==> src/rtl/pfc_pkg.sv <==
`timescale 1ns / 1ps
// Shared types, codes and letter/cell helper functions for the Playfair cipher block.
package pfc_pkg;

  typedef logic [4:0] letter_t;
  typedef logic [4:0] cell_t;
  typedef logic [2:0] coord_t;

  localparam int unsigned SQ_CELLS = 25;
  localparam int unsigned LETTERS  = 26;

  localparam letter_t LETTER_I = 5'd8;
  localparam letter_t LETTER_J = 5'd9;
  localparam letter_t LETTER_Z = 5'd25;
  localparam cell_t   LAST_CELL = 5'd24;
  localparam coord_t  LAST_COORD = 3'd4;

  localparam logic [2:0] OP_CLEAR   = 3'd0;
  localparam logic [2:0] OP_KEY     = 3'd1;
  localparam logic [2:0] OP_FINISH  = 3'd2;
  localparam logic [2:0] OP_ENCRYPT = 3'd3;
  localparam logic [2:0] OP_DECRYPT = 3'd4;

  localparam logic [1:0] STAT_DONE    = 2'd0;
  localparam logic [1:0] STAT_IGNORED = 2'd1;
  localparam logic [1:0] STAT_REFUSED = 2'd2;

  // Clamp codes above Z to Z, merge J into I.
  function automatic letter_t fold_letter(letter_t raw);
    letter_t v;
    v = (raw > LETTER_Z) ? LETTER_Z : raw;
    if (v == LETTER_J) begin
      v = LETTER_I;
    end
    return v;
  endfunction

  function automatic coord_t row_of(cell_t pos);
    coord_t r;
    priority if (pos >= 5'd20) begin
      r = 3'd4;
    end else if (pos >= 5'd15) begin
      r = 3'd3;
    end else if (pos >= 5'd10) begin
      r = 3'd2;
    end else if (pos >= 5'd5) begin
      r = 3'd1;
    end else begin
      r = 3'd0;
    end
    return r;
  endfunction

  function automatic cell_t row_base(coord_t row);
    return {row[2:0], 2'b00} + {2'b00, row};
  endfunction

  function automatic coord_t col_of(cell_t pos);
    cell_t diff;
    diff = pos - row_base(row_of(pos));
    return diff[2:0];
  endfunction

  function automatic cell_t cell_of(coord_t row, coord_t col);
    return row_base(row) + {2'b00, col};
  endfunction

  // Move one step along a row or column, wrapping at the edge.
  function automatic coord_t wrap_step(coord_t v, logic back);
    coord_t r;
    if (back) begin
      r = (v == 3'd0) ? LAST_COORD : v - 3'd1;
    end else begin
      r = (v == LAST_COORD) ? 3'd0 : v + 3'd1;
    end
    return r;
  endfunction

endpackage

==> src/rtl/pfc_ram.sv <==
`timescale 1ns / 1ps
// Generic RAM: one write port, two read ports with registered read data.
module pfc_ram #(
  parameter int unsigned WIDTH = 5,
  parameter int unsigned DEPTH = 25
) (
  input  logic                     clk,
  input  logic                     we,
  input  logic [$clog2(DEPTH)-1:0] waddr,
  input  logic [WIDTH-1:0]         wdata,
  input  logic [$clog2(DEPTH)-1:0] raddr_a,
  input  logic [$clog2(DEPTH)-1:0] raddr_b,
  output logic [WIDTH-1:0]         rdata_a,
  output logic [WIDTH-1:0]         rdata_b
);

  logic [WIDTH-1:0] mem [DEPTH];

  always_ff @(posedge clk) begin
    if (we) begin
      mem[waddr] <= wdata;
    end
    rdata_a <= mem[raddr_a];
    rdata_b <= mem[raddr_b];
  end

endmodule

==> src/rtl/playfair_digraph_cipher_top.sv <==
`timescale 1ns / 1ps
// Top level of the Playfair cipher block: key square build and pair transform.
//
//  channel   handshake          payload
//  -------   ----------------   ---------------------------------------
//  command   start, busy        opcode, first_letter, second_letter
//  result    done (1 cycle)     out_first, out_second, status
//
// Clear, key letter, refused pair and unused opcodes are handled in the idle
// state; the result strobes the cycle after the transaction. A pair reads the
// position memory, then the key square memory, then registers the result.
// Finish walks the alphabet one letter a cycle. Reset clears the placed flags,
// fill count and ready flag; memory contents are only used after finish has
// filled every key square cell.
// The receiver cannot stall: a result is valid for the single done cycle.
module playfair_digraph_cipher_top (
  input  logic       clk,
  input  logic       rst,
  input  logic       start,
  output logic       busy,
  input  logic [2:0] opcode,
  input  logic [4:0] first_letter,
  input  logic [4:0] second_letter,
  output logic       done,
  output logic [4:0] out_first,
  output logic [4:0] out_second,
  output logic [1:0] status
);

  localparam logic [1:0] ST_IDLE = 2'd0;
  localparam logic [1:0] ST_FILL = 2'd1;
  localparam logic [1:0] ST_POS  = 2'd2;
  localparam logic [1:0] ST_SQ   = 2'd3;

  logic [1:0] state, state_next;
  logic [25:0] placed, placed_next;
  logic [4:0] fill_count, fill_count_next;
  logic square_ready, square_ready_next;
  logic [4:0] letter_cnt, letter_cnt_next;
  logic decrypt, decrypt_next;

  logic done_next;
  logic [4:0] out_first_next, out_second_next;
  logic [1:0] status_next;

  pfc_pkg::letter_t a_in, b_in;
  pfc_pkg::letter_t wr_letter;
  logic wr_en;

  // Position memory: cell of each placed letter. Key square: letter of each cell.
  pfc_pkg::cell_t pos_a, pos_b;
  pfc_pkg::letter_t sq_a, sq_b;
  pfc_pkg::cell_t sq_raddr_a, sq_raddr_b;

  pfc_pkg::coord_t ra, ca, rb, cb;

  assign a_in = pfc_pkg::fold_letter(first_letter);
  assign b_in = pfc_pkg::fold_letter(second_letter);
  assign busy = (state != ST_IDLE);

  // Placement writes both memories at once: square[fill] = letter, pos[letter] = fill.
  pfc_ram #(.WIDTH(5), .DEPTH(pfc_pkg::LETTERS)) u_pos_ram (
    .clk     (clk),
    .we      (wr_en),
    .waddr   (wr_letter),
    .wdata   (fill_count),
    .raddr_a (a_in),
    .raddr_b (b_in),
    .rdata_a (pos_a),
    .rdata_b (pos_b)
  );

  pfc_ram #(.WIDTH(5), .DEPTH(pfc_pkg::SQ_CELLS)) u_sq_ram (
    .clk     (clk),
    .we      (wr_en),
    .waddr   (fill_count),
    .wdata   (wr_letter),
    .raddr_a (sq_raddr_a),
    .raddr_b (sq_raddr_b),
    .rdata_a (sq_a),
    .rdata_b (sq_b)
  );

  // Split positions into row and column and apply the three Playfair rules.
  always_comb begin
    ra = pfc_pkg::row_of(pos_a);
    ca = pfc_pkg::col_of(pos_a);
    rb = pfc_pkg::row_of(pos_b);
    cb = pfc_pkg::col_of(pos_b);
    if (ra == rb) begin
      sq_raddr_a = pfc_pkg::cell_of(ra, pfc_pkg::wrap_step(ca, decrypt));
      sq_raddr_b = pfc_pkg::cell_of(rb, pfc_pkg::wrap_step(cb, decrypt));
    end else if (ca == cb) begin
      sq_raddr_a = pfc_pkg::cell_of(pfc_pkg::wrap_step(ra, decrypt), ca);
      sq_raddr_b = pfc_pkg::cell_of(pfc_pkg::wrap_step(rb, decrypt), cb);
    end else begin
      sq_raddr_a = pfc_pkg::cell_of(ra, cb);
      sq_raddr_b = pfc_pkg::cell_of(rb, ca);
    end
  end

  always_comb begin
    state_next        = state;
    placed_next       = placed;
    fill_count_next   = fill_count;
    square_ready_next = square_ready;
    letter_cnt_next   = letter_cnt;
    decrypt_next      = decrypt;
    done_next         = 1'b0;
    out_first_next    = 5'd0;
    out_second_next   = 5'd0;
    status_next       = pfc_pkg::STAT_DONE;
    wr_en             = 1'b0;
    wr_letter         = a_in;

    unique case (state)
      ST_IDLE: begin
        if (start) begin
          unique case (opcode)
            pfc_pkg::OP_CLEAR: begin
              placed_next       = '0;
              fill_count_next   = 5'd0;
              square_ready_next = 1'b0;
              done_next         = 1'b1;
            end
            pfc_pkg::OP_KEY: begin
              done_next = 1'b1;
              if (placed[a_in]) begin
                status_next = pfc_pkg::STAT_IGNORED;
              end else if (fill_count <= pfc_pkg::LAST_CELL) begin
                wr_en               = 1'b1;
                placed_next[a_in]   = 1'b1;
                fill_count_next     = fill_count + 5'd1;
              end
            end
            pfc_pkg::OP_FINISH: begin
              letter_cnt_next = 5'd0;
              state_next      = ST_FILL;
            end
            pfc_pkg::OP_ENCRYPT, pfc_pkg::OP_DECRYPT: begin
              if (square_ready) begin
                // Position memory reads the folded letters this cycle.
                decrypt_next = (opcode == pfc_pkg::OP_DECRYPT);
                state_next   = ST_POS;
              end else begin
                done_next   = 1'b1;
                status_next = pfc_pkg::STAT_REFUSED;
              end
            end
            default: begin
              done_next = 1'b1;
            end
          endcase
        end
      end
      ST_FILL: begin
        // Place the next unused letter, skipping J.
        wr_letter = letter_cnt;
        if (letter_cnt != pfc_pkg::LETTER_J && !placed[letter_cnt] &&
            fill_count <= pfc_pkg::LAST_CELL) begin
          wr_en                   = 1'b1;
          placed_next[letter_cnt] = 1'b1;
          fill_count_next         = fill_count + 5'd1;
        end
        if (letter_cnt == pfc_pkg::LETTER_Z) begin
          square_ready_next = 1'b1;
          done_next         = 1'b1;
          state_next        = ST_IDLE;
        end else begin
          letter_cnt_next = letter_cnt + 5'd1;
        end
      end
      ST_POS: begin
        // Positions are back; the key square reads the target cells.
        state_next = ST_SQ;
      end
      ST_SQ: begin
        done_next       = 1'b1;
        out_first_next  = sq_a;
        out_second_next = sq_b;
        state_next      = ST_IDLE;
      end
      default: begin
        state_next = ST_IDLE;
      end
    endcase
  end

  always_ff @(posedge clk) begin
    if (rst) begin
      state        <= ST_IDLE;
      placed       <= '0;
      fill_count   <= 5'd0;
      square_ready <= 1'b0;
      letter_cnt   <= 5'd0;
      done         <= 1'b0;
    end else begin
      state        <= state_next;
      placed       <= placed_next;
      fill_count   <= fill_count_next;
      square_ready <= square_ready_next;
      letter_cnt   <= letter_cnt_next;
      done         <= done_next;
    end
  end

  // Result payload and pair direction carry no reset.
  always_ff @(posedge clk) begin
    decrypt    <= decrypt_next;
    out_first  <= out_first_next;
    out_second <= out_second_next;
    status     <= status_next;
  end

endmodule
==> config.mk <==
export PLATFORM = sky130hd
export DESIGN_NAME = playfair_digraph_cipher_top
export DESIGN_NICKNAME = d
export VERILOG_FILES = /design/src/rtl/pfc_pkg.sv /design/src/rtl/pfc_ram.sv /design/src/rtl/playfair_digraph_cipher_top.sv
export SDC_FILE = /design/constraint.sdc
export NUM_CORES = 1
export LEC_CHECK = 0
export BUFFER_PORTS_ARGS = -buffer_cell sky130_fd_sc_hd__buf_4
export CAP_MARGIN = 15
export CORE_MARGIN = 2
export CORE_UTILIZATION = 34
export DETAILED_ROUTE_END_ITERATION = 8
export GPL_TIMING_DRIVEN = 0
export REMOVE_ABC_BUFFERS = 1
export SKIP_LAST_GASP = 1
export SLEW_MARGIN = 25
export SYNTH_ARGS = -nofsm -noshare
export SYNTH_HDL_FRONTEND = slang
export SYNTH_SLANG_ARGS = --single-unit
export TNS_END_PERCENT = 5
==> constraint.sdc <==
create_clock -name clk -period 11.57 [get_ports clk]
set_input_delay 2.314 -clock clk [delete_from_list [all_inputs] [get_ports clk]]
set_output_delay 2.314 -clock clk [all_outputs]
set_load 0.1 [all_outputs]
Yosys cells after proc, flatten, opt, wreduce, memory -nomap -nowiden
Memories as Yosys holds them, arrays and structs flattened. A register that Yosys moved wholly into a read port is not among the register bits.
Index checks and enable logic that the tools add are counted.
- bits in registers: 53
- bits in latches: 0
- bits in writable memories: 255
- bits in read-only memories: 0
- input port bits: 16
- memories kept: 2
- memory list (name ; depth ; bits a word ; rd ports ; clocked after memory_dff ; wr ports ; line ; RTL):
    u_pos_ram.mem ; 26 ; 5 ; 2 ; 2 ; 1 ; pfc_ram.sv:17 ; logic [WIDTH-1:0] mem [DEPTH];
    u_sq_ram.mem ; 25 ; 5 ; 2 ; 2 ; 1 ; pfc_ram.sv:17 ;
- $add $sub $neg: 22
- multiply operators: 0
- divide/modulo/power cells: 0
- $lt $le $gt $ge: 15
- equality and inequality tests: 28
- shifts and indexed selects: 0
- multiplexer cells: 84
- bitwise gates (word level): 2
- reductions and logical operators: 20
- operator list (operator ; count):
    2-to-1 mux 26 bit ; 4
    case mux 26 bit (2 select lines) ; 2
    2-to-1 mux 5 bit ; 16
    2-to-1 mux 3 bit ; 21
    OR 26 bit ; 2
    adder 5 x 3 -> 5 bit ; 10
    case mux 5 bit (2 select lines) ; 3
    greater-or-equal comparator 5 x 4 -> 1 bit, second input constant ; 4
    2-to-1 mux 1 bit ; 20
    AND reduction 4 bit ; 4
    equality test 3 bit, second input constant ; 5
    zero test 3 bit ; 5
    2-to-1 mux 2 bit ; 7
    adder 3 x 1 -> 3 bit, second input constant ; 4
    less-than comparator 5 x 6 -> 1 bit, second input constant ; 2
    subtractor 3 x 1 -> 3 bit, second input constant ; 4
    adder 5 x 1 -> 5 bit, second input constant ; 2
    binary-select mux 1 bit (select 5 bit) ; 2
    demux 1 bit (select 5 bit) ; 2
    equality test 5 x 4 -> 1 bit, second input constant ; 2
    greater-or-equal comparator 5 x 1 -> 1 bit, second input constant ; 2
    greater-or-equal comparator 5 x 3 -> 1 bit, second input constant ; 2
    greater-or-equal comparator 5 bit, second input constant ; 2
    > comparator 5 bit, second input constant ; 2
    24 further kinds ; 42

Logic depth before layout (Yosys ltp)
Gate-level depths: netlist (run 1).
- depth after elaboration: 14
- depth in mapped cells: 27
- depth with buffers taken out: 26

Cells and area by module
From an unflattened synthesis (run 1), not the netlist that was laid out.
- cell total of the unflattened synthesis: 1386
- area total of the unflattened synthesis: 17540.6 um^2
- by module, submodules not included (module ; instances ; cells an instance ; area each (um^2) ; sequential area each (um^2)):
    pfc_ram at u_pos_ram ; 1 ; 412 ; 6497.5 ; 4103.9
    pfc_ram at u_sq_ram ; 1 ; 358 ; 6261.0 ; 3953.8
    playfair_digraph_cipher_top ; 1 ; 616 ; 4782.1 ; 1071.0

Worst setup path after synthesis (run 1)
OpenSTA, ideal clock, no wires.
- path kind: flip-flop to flip-flop
- start: reg u_pos_ram.rdata_a[3], read port of u_pos_ram.mem
- end: reg u_sq_ram.rdata_a[1], read port of u_sq_ram.mem
- arrival time: 5.262 ns
- required time: 11.447 ns
- slack: 6.184 ns
- cell stages (with the launch flop): 27
- buffers on the path: 0
- clock period less this slack: 5.386 ns
- path through: dfxtp_1 -> nor2b_1 -> o21ai_1 -> a221oi_2 -> inv_1 -> nand2_1 -> inv_1 -> ha_1 -> inv_1 -> fa_1 -> nor2_1 -> a221o_1 -> a211oi_4 -> inv_4 -> fa_1 -> inv_1 -> ha_1 -> a21o_1 -> a21oi_1 -> xnor2_1 -> or3_1 -> a31o_2 -> a21oi_1 -> and3_1 -> a22oi_1 -> o2111ai_1 -> nor4_2
- cells in the longest elaborated chain, start to end: 14
- elaborated cells between the ends (all ways): 35
- those cells by class: add/sub (10); order compare (4); eq/ne (4); mux (15); reduce/logical (2)
- ends and longest elaborated chain (item ; line ; RTL):
    from (decl) ; pfc_ram.sv:13 ; output logic [WIDTH-1:0] rdata_a,
    greater-or-equal comparator 5 x 3 -> 1 bit ; pfc_pkg.sv:46 ; end else if (pos >= 5'd5) begin
    2-to-1 mux 1 bit ; pfc_pkg.sv:46 ;
    2-to-1 mux 2 bit ; pfc_pkg.sv:44 ; end else if (pos >= 5'd10) begin
    2-to-1 mux 3 bit ; pfc_pkg.sv:42 ; end else if (pos >= 5'd15) begin
    2-to-1 mux 3 bit (*) ; pfc_pkg.sv:40 ; priority if (pos >= 5'd20) begin
    parallel branches: the longest is 8 deep, another holds adder 5 x 3 -> 5 bit ; -- ;
    2-to-1 mux 5 bit (*) ; playfair_digraph_cipher_top.sv:90 ; if (ra == rb) begin
    to (decl) ; pfc_ram.sv:13 ;
Every way passes the cells marked *. The select of a mux whose other input is x is not followed.
A chain may end at the register's enable or synchronous reset.

Worst setup path in the final report (run 1)
- start: reg u_pos_ram.rdata_b[2], read port of u_pos_ram.mem
- end: reg u_sq_ram.rdata_b[1], read port of u_sq_ram.mem
- cells in the longest elaborated chain, start to end: 14
- elaborated cells between the ends (all ways): 35
- those cells by class: add/sub (10); order compare (4); eq/ne (4); mux (15); reduce/logical (2)
- ends and longest elaborated chain (item ; line ; RTL):
    from (decl) ; pfc_ram.sv:14 ; output logic [WIDTH-1:0] rdata_b
    parallel branches: the longest is 13 deep, another holds greater-or-equal comparator 5 x 3 -> 1 bit ; -- ;
    2-to-1 mux 5 bit (*) ; playfair_digraph_cipher_top.sv:90 ;
    to (decl) ; pfc_ram.sv:14 ;
Marks and branches as above.

==> impl_metrics.yaml, run 1 <==
route:
  routedWlPerCell_microns: 21.1
  firstDrtPassIters: 6
  antenna_violating_nets_post_route: 0
  post-route-drc-count: 0
  wl_microns: 49400
  num_vias: 13300
  drt_iter0_markers: 1368
  viasPerCell: 5.68
sta:
  final_critical_delay_including_setup_and_external_delays_ns: 6.77
  tns_ns: 0
  final_min_period_over_clock_period_pct: 58.5
  final.hold.worst_slack_ns: 0.450
  worst_pin_slew_ns: 1.01
  final.setup_skew_ns: 0.0298
  report.final.hold_viol_count: 0
  timing_max_transition_violations_final: 0
  grt_setup_unrepaired: "false"
  final_critical_path_setup_slack_ns: 4.80
  timing.slew.headroom_pct: 32.1
  max_freq_mhz: 148
  setup-violations-final: 0
finish:
  post_layout_instance_area_sq_um: 19900
  design.final.nets: 1696
  area.growth.synth_to_final_pct: 12.2
  post_route_cells_drive_above_1_share_pct: 12.1
  antenna_cells: 0
grt:
  grt_first_pass_wirelength_microns: 76900
  grt_max_degree: 51
  grt_overflow: 0
  antenna_found_initial: 0
  number_of_global_route_vias_before_repair: 13100
  grt.total_usage_pct: 18.4
synthesis:
  synthDominantCellAreaShare_pct: 43.3
  post-synth-top-count-cell: "nand2_1"
  netlist.top_cell.by_area: "edfxtp_1"
  most_common_flop_cell_mapped_by_yosys: "edfxtp_1"
  ys_seq_area_share_pct: 51.5
  synth_cell_types: 83
  synth_area_per_cell_sq_um: 10.8
  synth.top_cells.by_area: "edfxtp_1 (43%), dfxtp_1 (8.1%), nand2_1 (5.6%), mux4_2 (5.5%), mux2i_1 (3.7%)"
  yosys_warnings: 0
  synthCells: 1649
  ys_seq_elements: 328
  most_used_standard_cells_in_the_synthesized_netlist: "nand2_1 (266), edfxtp_1 (256), nor2_1 (152)"
  ys_async_sr_fraction_pct: 0
  number_of_enable_type_register_cells_in_the_synthesized_netlist: 256
  mappedNetlistArea_sq_um: 17700
hold_path:
  hold-path-endpoint: "placed[9]"
  holdPathStages: 2
  worstHoldPathType: "reg -> reg"
  min-delay-start: "placed[9]"
floorplan:
  design.portCount: 30
  die_w_microns: 232
  die_h_microns: 232
  rows: 83
  die_area_sq_um: 54000
  effective_utilization_at_floorplan_pct: 34.5
  core_area_sq_um: 51400
clocking:
  cts_repair_resize_count: 0
  cts_buffers: 38
  clk_latency_ns: 0.58
  clock_tree.buffer_depth: 3
  tritoncts: "yes"
  postCtsSetupBuffers: 0
  cts_hold_buf: 0
  numClockSinks: 328
  cts-htree-levels: 2
  cts_root_buf: "clkbuf_16"
  clk_pin_slew_ns: 0.06
critical_path:
  critical-path-top-delay-family: "simple AND/OR/NAND/NOR gates"
  r2r-start: "u_pos_ram.rdata_b[2]"
  cp.required_ns: 11.97
  critPathLaunchType: "flop"
  critical_path.endpoint_type: "flop"
  worst_r2r_endpoint: "u_sq_ram.rdata_b[1]"
  series_of_cell_instances_along_the_critical_path: "o21ai_0, nand2_1, inv_1, ha_1, inv_1, fa_1, and3_1, a221oi_1, and3_1, ha_1, nor2b_1, a211oi_1, ha_1, fa_1, nand2b_1, and2_2, nor2_1, a32o_1, a2111oi_0, nor4_1"
  critPathMostFrequentCell: "ha_1"
  cp_slowest_stage_delay_ns: 0.72
  critPathKind: "reg -> reg"
  worst_ep_arrival_time_ns: 7.17
  critical_path.n_buffers_inverters: 2
  highest_delay_cell_along_the_critical_path: "and2_2"
  r2r_setup_slack_ns: 4.80
  timing.critical_path.fanout_max: 30
  reg2reg_depth: 20
placed_design:
  placed_area_sq_um: 18600
  io_buffer_count: 29
  pre_cts_slack_ns: 4.75
  gpl.final_weighted_congestion: 0.881
  dpl.hpwl_microns: 33600
run:
  max-cap-violations: 0
power_and_ir_drop:
  total_power_w: 0.00403
  powerDensity_nw_per_um2: 202
  leakagePower_nw: 6.99
  peakVddDrop_mv: 0.145
run_status:
  status: "complete, no violations"
-- layer usage --
| metal | routed length (microns) | share of wire [%] | track usage (%) | vias up |
|---|---|---|---|---|
| met5 | 0 | 0 | 0 | - |
| met4 | 1110 | 2.2 | 5.59 | 0 |
| met3 | 3240 | 6.6 | 2.78 | 76 |
| met2 | 24500 | 50 | 31.3 | 524 |
| met1 | 20500 | 41 | 24.3 | 6552 |
| li1 | - | - | - | 6112 |
-- cells in the final DEF, fill, tap and decap left out, types with 39 or more instances in the layout --
master / instances
ha_1: 43
and3_1: 39
nand2_1: 264
a21oi_1: 95
nor2_1: 150
nand3_1: 72
dfxtp_1: 67
edfxtp_1: 256
inv_1: 48
mux4_2: 43
mux2i_1: 65
-- layout make-up --
type | count | area (sq um)
inverter | 50 | 190
tap | 680 | 851
fill | 4953 | 31500
clock buffer | 47 | 1000
multi-input combinational | 1169 | 8010
sequential | 328 | 9140
clock inverter | 21 | 255
timing repair buffer | 40 | 452
-- report_power, final --
group | leakage, nW | switching [W] | total, W | internal [W]
registers | 2.93 | 0.0000131 | 0.00131 | 0.00129
clock network | 0.617 | 0.000504 | 0.00122 | 0.000713
logic | 3.44 | 0.000980 | 0.00150 | 0.000522
total | 6.99 | 0.00150 | 0.00403 | 0.00253
-- tightest hold or removal path, delay by kind of cell, from the launching register on --
| family | cells | cell delay [ns] |
|---|---|---|
| buf+inv | 1 | 0.05 |
| flops | 1 | 0.32 |
| simple gates | 1 | 0.03 |
-- state kept, by name (all words and copies together) (netlist names), 2 cells and up --
signal,flops
out_second,5
u_sq_ram.mem,125
u_pos_ram.rdata_b,5
u_pos_ram.rdata_a,5
out_first,5
placed,26
letter_cnt,5
fill_count,5
u_pos_ram.mem,130
status,2
u_sq_ram.rdata_a,5
state,2
u_sq_ram.rdata_b,5
-- how the worst max path moves through the flow --
stage	from	endpoint	slack (ns)	cells past startpoint
6_report	u_pos_ram.rdata_b[2]	u_sq_ram.rdata_b[1]	4.80	20
5_1_grt	u_pos_ram.rdata_b[2]	u_sq_ram.rdata_b[1]	4.41	20
4_1_cts	u_pos_ram.rdata_b[2]	u_sq_ram.rdata_b[1]	4.87	20
3_5_place_dp	first_letter[4]	u_pos_ram.mem[21][3]	4.75	11
3_3_place_gp	second_letter[3]	u_pos_ram.rdata_b[0]	1.48	5
2_1_floorplan	second_letter[1]	u_pos_ram.rdata_b[0]	3.87	4
-- stage by stage --
step | std cells | utilization (%)
floorplan | 1547 | -
global placement | 2256 | 35.7
detailed placement | 2267 | 36.3
CTS | 2335 | 38.7
global route | 2335 | 38.7
finish | 2335 | 38.7
-- cell families after synthesis --
| logic type | share of synthesized area, % |
|---|---|
| mux | 10.1 |
| xor+xnor | 1.49 |
| fa+ha+maj | 4.16 |
| flops | 51.5 |
| compound gates | 13.1 |
| buf+inv | 3.77 |
| simple gates | 15.9 |
Power figures use the tool's default switching activity.
==> inputs of run 2 (changes only) <==
clock period = 6.8 ns   (was 11.57 ns; I/O delays follow)
==> run 2 against run 1 <==
Effect of this change:
- sequential power rose by 70%
- utilization about the same
- die area unchanged
- global-route usage stayed put
- sequential cell count did not move
- largest cell class unchanged
- largest power group unchanged
- highest routed layer unchanged
==> impl_metrics.yaml, run 2 (synthesis gave the netlist of run 1 again) <==
power_and_ir_drop:
  peakVddDrop_mv: 0.247
  leakagePower_nw: 6.99
  total_power_w: 0.00687
  powerDensity_nw_per_um2: 345
finish:
  layout_top_registers: "u_pos_ram.mem x130, u_sq_ram.mem x125, placed x26"
  postLayoutCoreUtil_pct: 38.7
  layout.cells.most_common_list: "nand2_1 (264), edfxtp_1 (256), nor2_1 (150)"
  final-instance-count-excl-fill: 2335
  area.growth.synth_to_final_pct: 12.3
  design.final.nets: 1696
  top_register: "u_pos_ram.mem"
  largest_reg_flops: 130
  post_route_cells_drive_above_1_share_pct: 12.3
  antenna_cells: 0
  final_common_cell: "nand2_1"
floorplan:
  effective_utilization_at_floorplan_pct: 34.5
  die_area_sq_um: 54000
  rows: 83
  die_w_microns: 232
  die_h_microns: 232
  core_area_sq_um: 51400
  design.portCount: 30
critical_path:
  timing.critical_path.fanout_max: 31
  reg2reg_depth: 21
  worst_ep_arrival_time_ns: 6.83
  r2r_setup_slack_ns: 0.39
  worst_r2r_endpoint: "u_sq_ram.rdata_b[4]"
  critical_path.endpoint_type: "flop"
  r2r-start: "u_pos_ram.rdata_a[3]"
  cp.required_ns: 7.23
  critPathKind: "reg -> reg"
  critPathLaunchType: "flop"
sta:
  final_min_period_over_clock_period_pct: 94.2
  final_critical_delay_including_setup_and_external_delays_ns: 6.41
  timing_max_transition_violations_final: 0
  timing.slew.headroom_pct: 26.4
  setup-violations-final: 0
  worst_pin_slew_ns: 1.10
  final.setup_skew_ns: 0.0299
  grt_setup_unrepaired: "true"
  report.final.hold_viol_count: 0
  final.hold.worst_slack_ns: 0.452
  max_freq_mhz: 156
clocking:
  cts_root_buf: "clkbuf_16"
  tritoncts: "yes"
  clk_latency_ns: 0.58
  cts_buffers: 38
  numClockSinks: 328
  cts-htree-levels: 2
  cts_hold_buf: 0
  clk_pin_slew_ns: 0.06
  clock_tree.buffer_depth: 3
placed_design:
  dpl.hpwl_microns: 33600
  io_buffer_count: 29
  gpl.final_weighted_congestion: 0.881
  dpl.cell_count: 2267
route:
  antenna_violating_nets_post_route: 0
  num_vias: 13300
  drt_iter0_markers: 1428
  wl_microns: 49500
  routedWlPerCell_microns: 21.2
  viasPerCell: 5.69
  post-route-drc-count: 0
  firstDrtPassIters: 5
grt:
  grt.total_usage_pct: 18.4
  grt_first_pass_wirelength_microns: 76900
  antenna_found_initial: 0
  grt_overflow: 0
  number_of_global_route_vias_before_repair: 13100
  grt_max_degree: 51
run_status:
  status: "complete, no violations"
hold_path:
  min-delay-start: "placed[9]"
  worstHoldPathType: "reg -> reg"
  hold-path-endpoint: "placed[9]"
  holdPathStages: 2
run:
  max-cap-violations: 0
[run 2: how the worst max path moves through the flow]
stage | start | end | slack (ns) | cells past startpoint
6_report | u_pos_ram.rdata_a[3] | u_sq_ram.rdata_b[4] | 0.39 | 21
5_1_grt | u_pos_ram.rdata_b[3] | u_sq_ram.rdata_b[2] | -0.02 | 26
4_1_cts | u_pos_ram.rdata_b[2] | u_sq_ram.rdata_b[1] | 0.1 | 20
3_5_place_dp | u_pos_ram.rdata_b[2] | u_sq_ram.rdata_b[1] | 0.13 | 20
3_3_place_gp | second_letter[3] | u_pos_ram.rdata_b[0] | -2.34 | 5
2_1_floorplan | second_letter[1] | u_pos_ram.rdata_b[0] | 0.06 | 4
[run 2: layout make-up]
| cell class | count | area, sq um |
|---|---|---|
| Inverter | 50 | 190 |
| Clock inverter | 21 | 255 |
| Sequential cell | 328 | 9140 |
| Tap cell | 680 | 851 |
| Fill cell | 4948 | 31500 |
| Multi-Input combinational cell | 1169 | 8030 |
| Timing Repair Buffer | 40 | 452 |
| Clock buffer | 47 | 1000 |
[run 2: critical path, cell delays in order (launching register included)]
cell       delay, ns
dfxtp_1         0.48
nor2b_1         0.28
o21ai_1         0.13
a221oi_4        0.36
inv_1           0.14
nand2_1         0.11
inv_1           0.12
ha_1            0.20
inv_1           0.06
fa_1            0.22
nor2_1          0.10
a221o_1         0.41
a211oi_4        0.34
inv_4           0.15
xnor2_4         0.24
nand2_2         0.13
o211ai_1        0.89
nand2_2         0.68
nand3_1         0.39
a2bb2oi_1       0.22
o21ai_0         0.19
nor4_1          0.37
[run 2: repair_timing]
item,in CTS,in global routing
setup buffers,0,0
setup endpoints to repair,0,9
resized for setup,0,6
[run 2: power breakdown]
group / total, W / internal [W] / switching (W) / leakage, nW
registers: 0.00223 / 0.00220 / 0.0000231 / 2.93
clock network: 0.00207 / 0.00121 / 0.000854 / 0.617
logic: 0.00258 / 0.000898 / 0.00168 / 3.45
total: 0.00687 / 0.00432 / 0.00256 / 6.99
[run 2: per-stage QoR]
| stage | setup slack (ns) | area, sq um | TNS (ns) |
|---|---|---|---|
| floorplan | 0.0575 | 17300 | 0 |
| global placement | -2.34 | 18300 | -444.08 |
| CTS | 0.0977 | 19900 | 0 |
| finish | 0.392 | 19900 | 0 |
| detailed placement | 0.128 | 18600 | 0 |
| global route | -0.0217 | 19900 | -0.0255 |
[run 2: routing by layer]
layer / vias to the layer above / track usage, % / routed length [microns]
li1: 6115 / - / -
met1: 6595 / 24.3 / 20500
met2: 515 / 31.3 / 24600
met3: 65 / 2.78 / 3310
met4: 0 / 5.59 / 1060
met5: - / 0 / 0
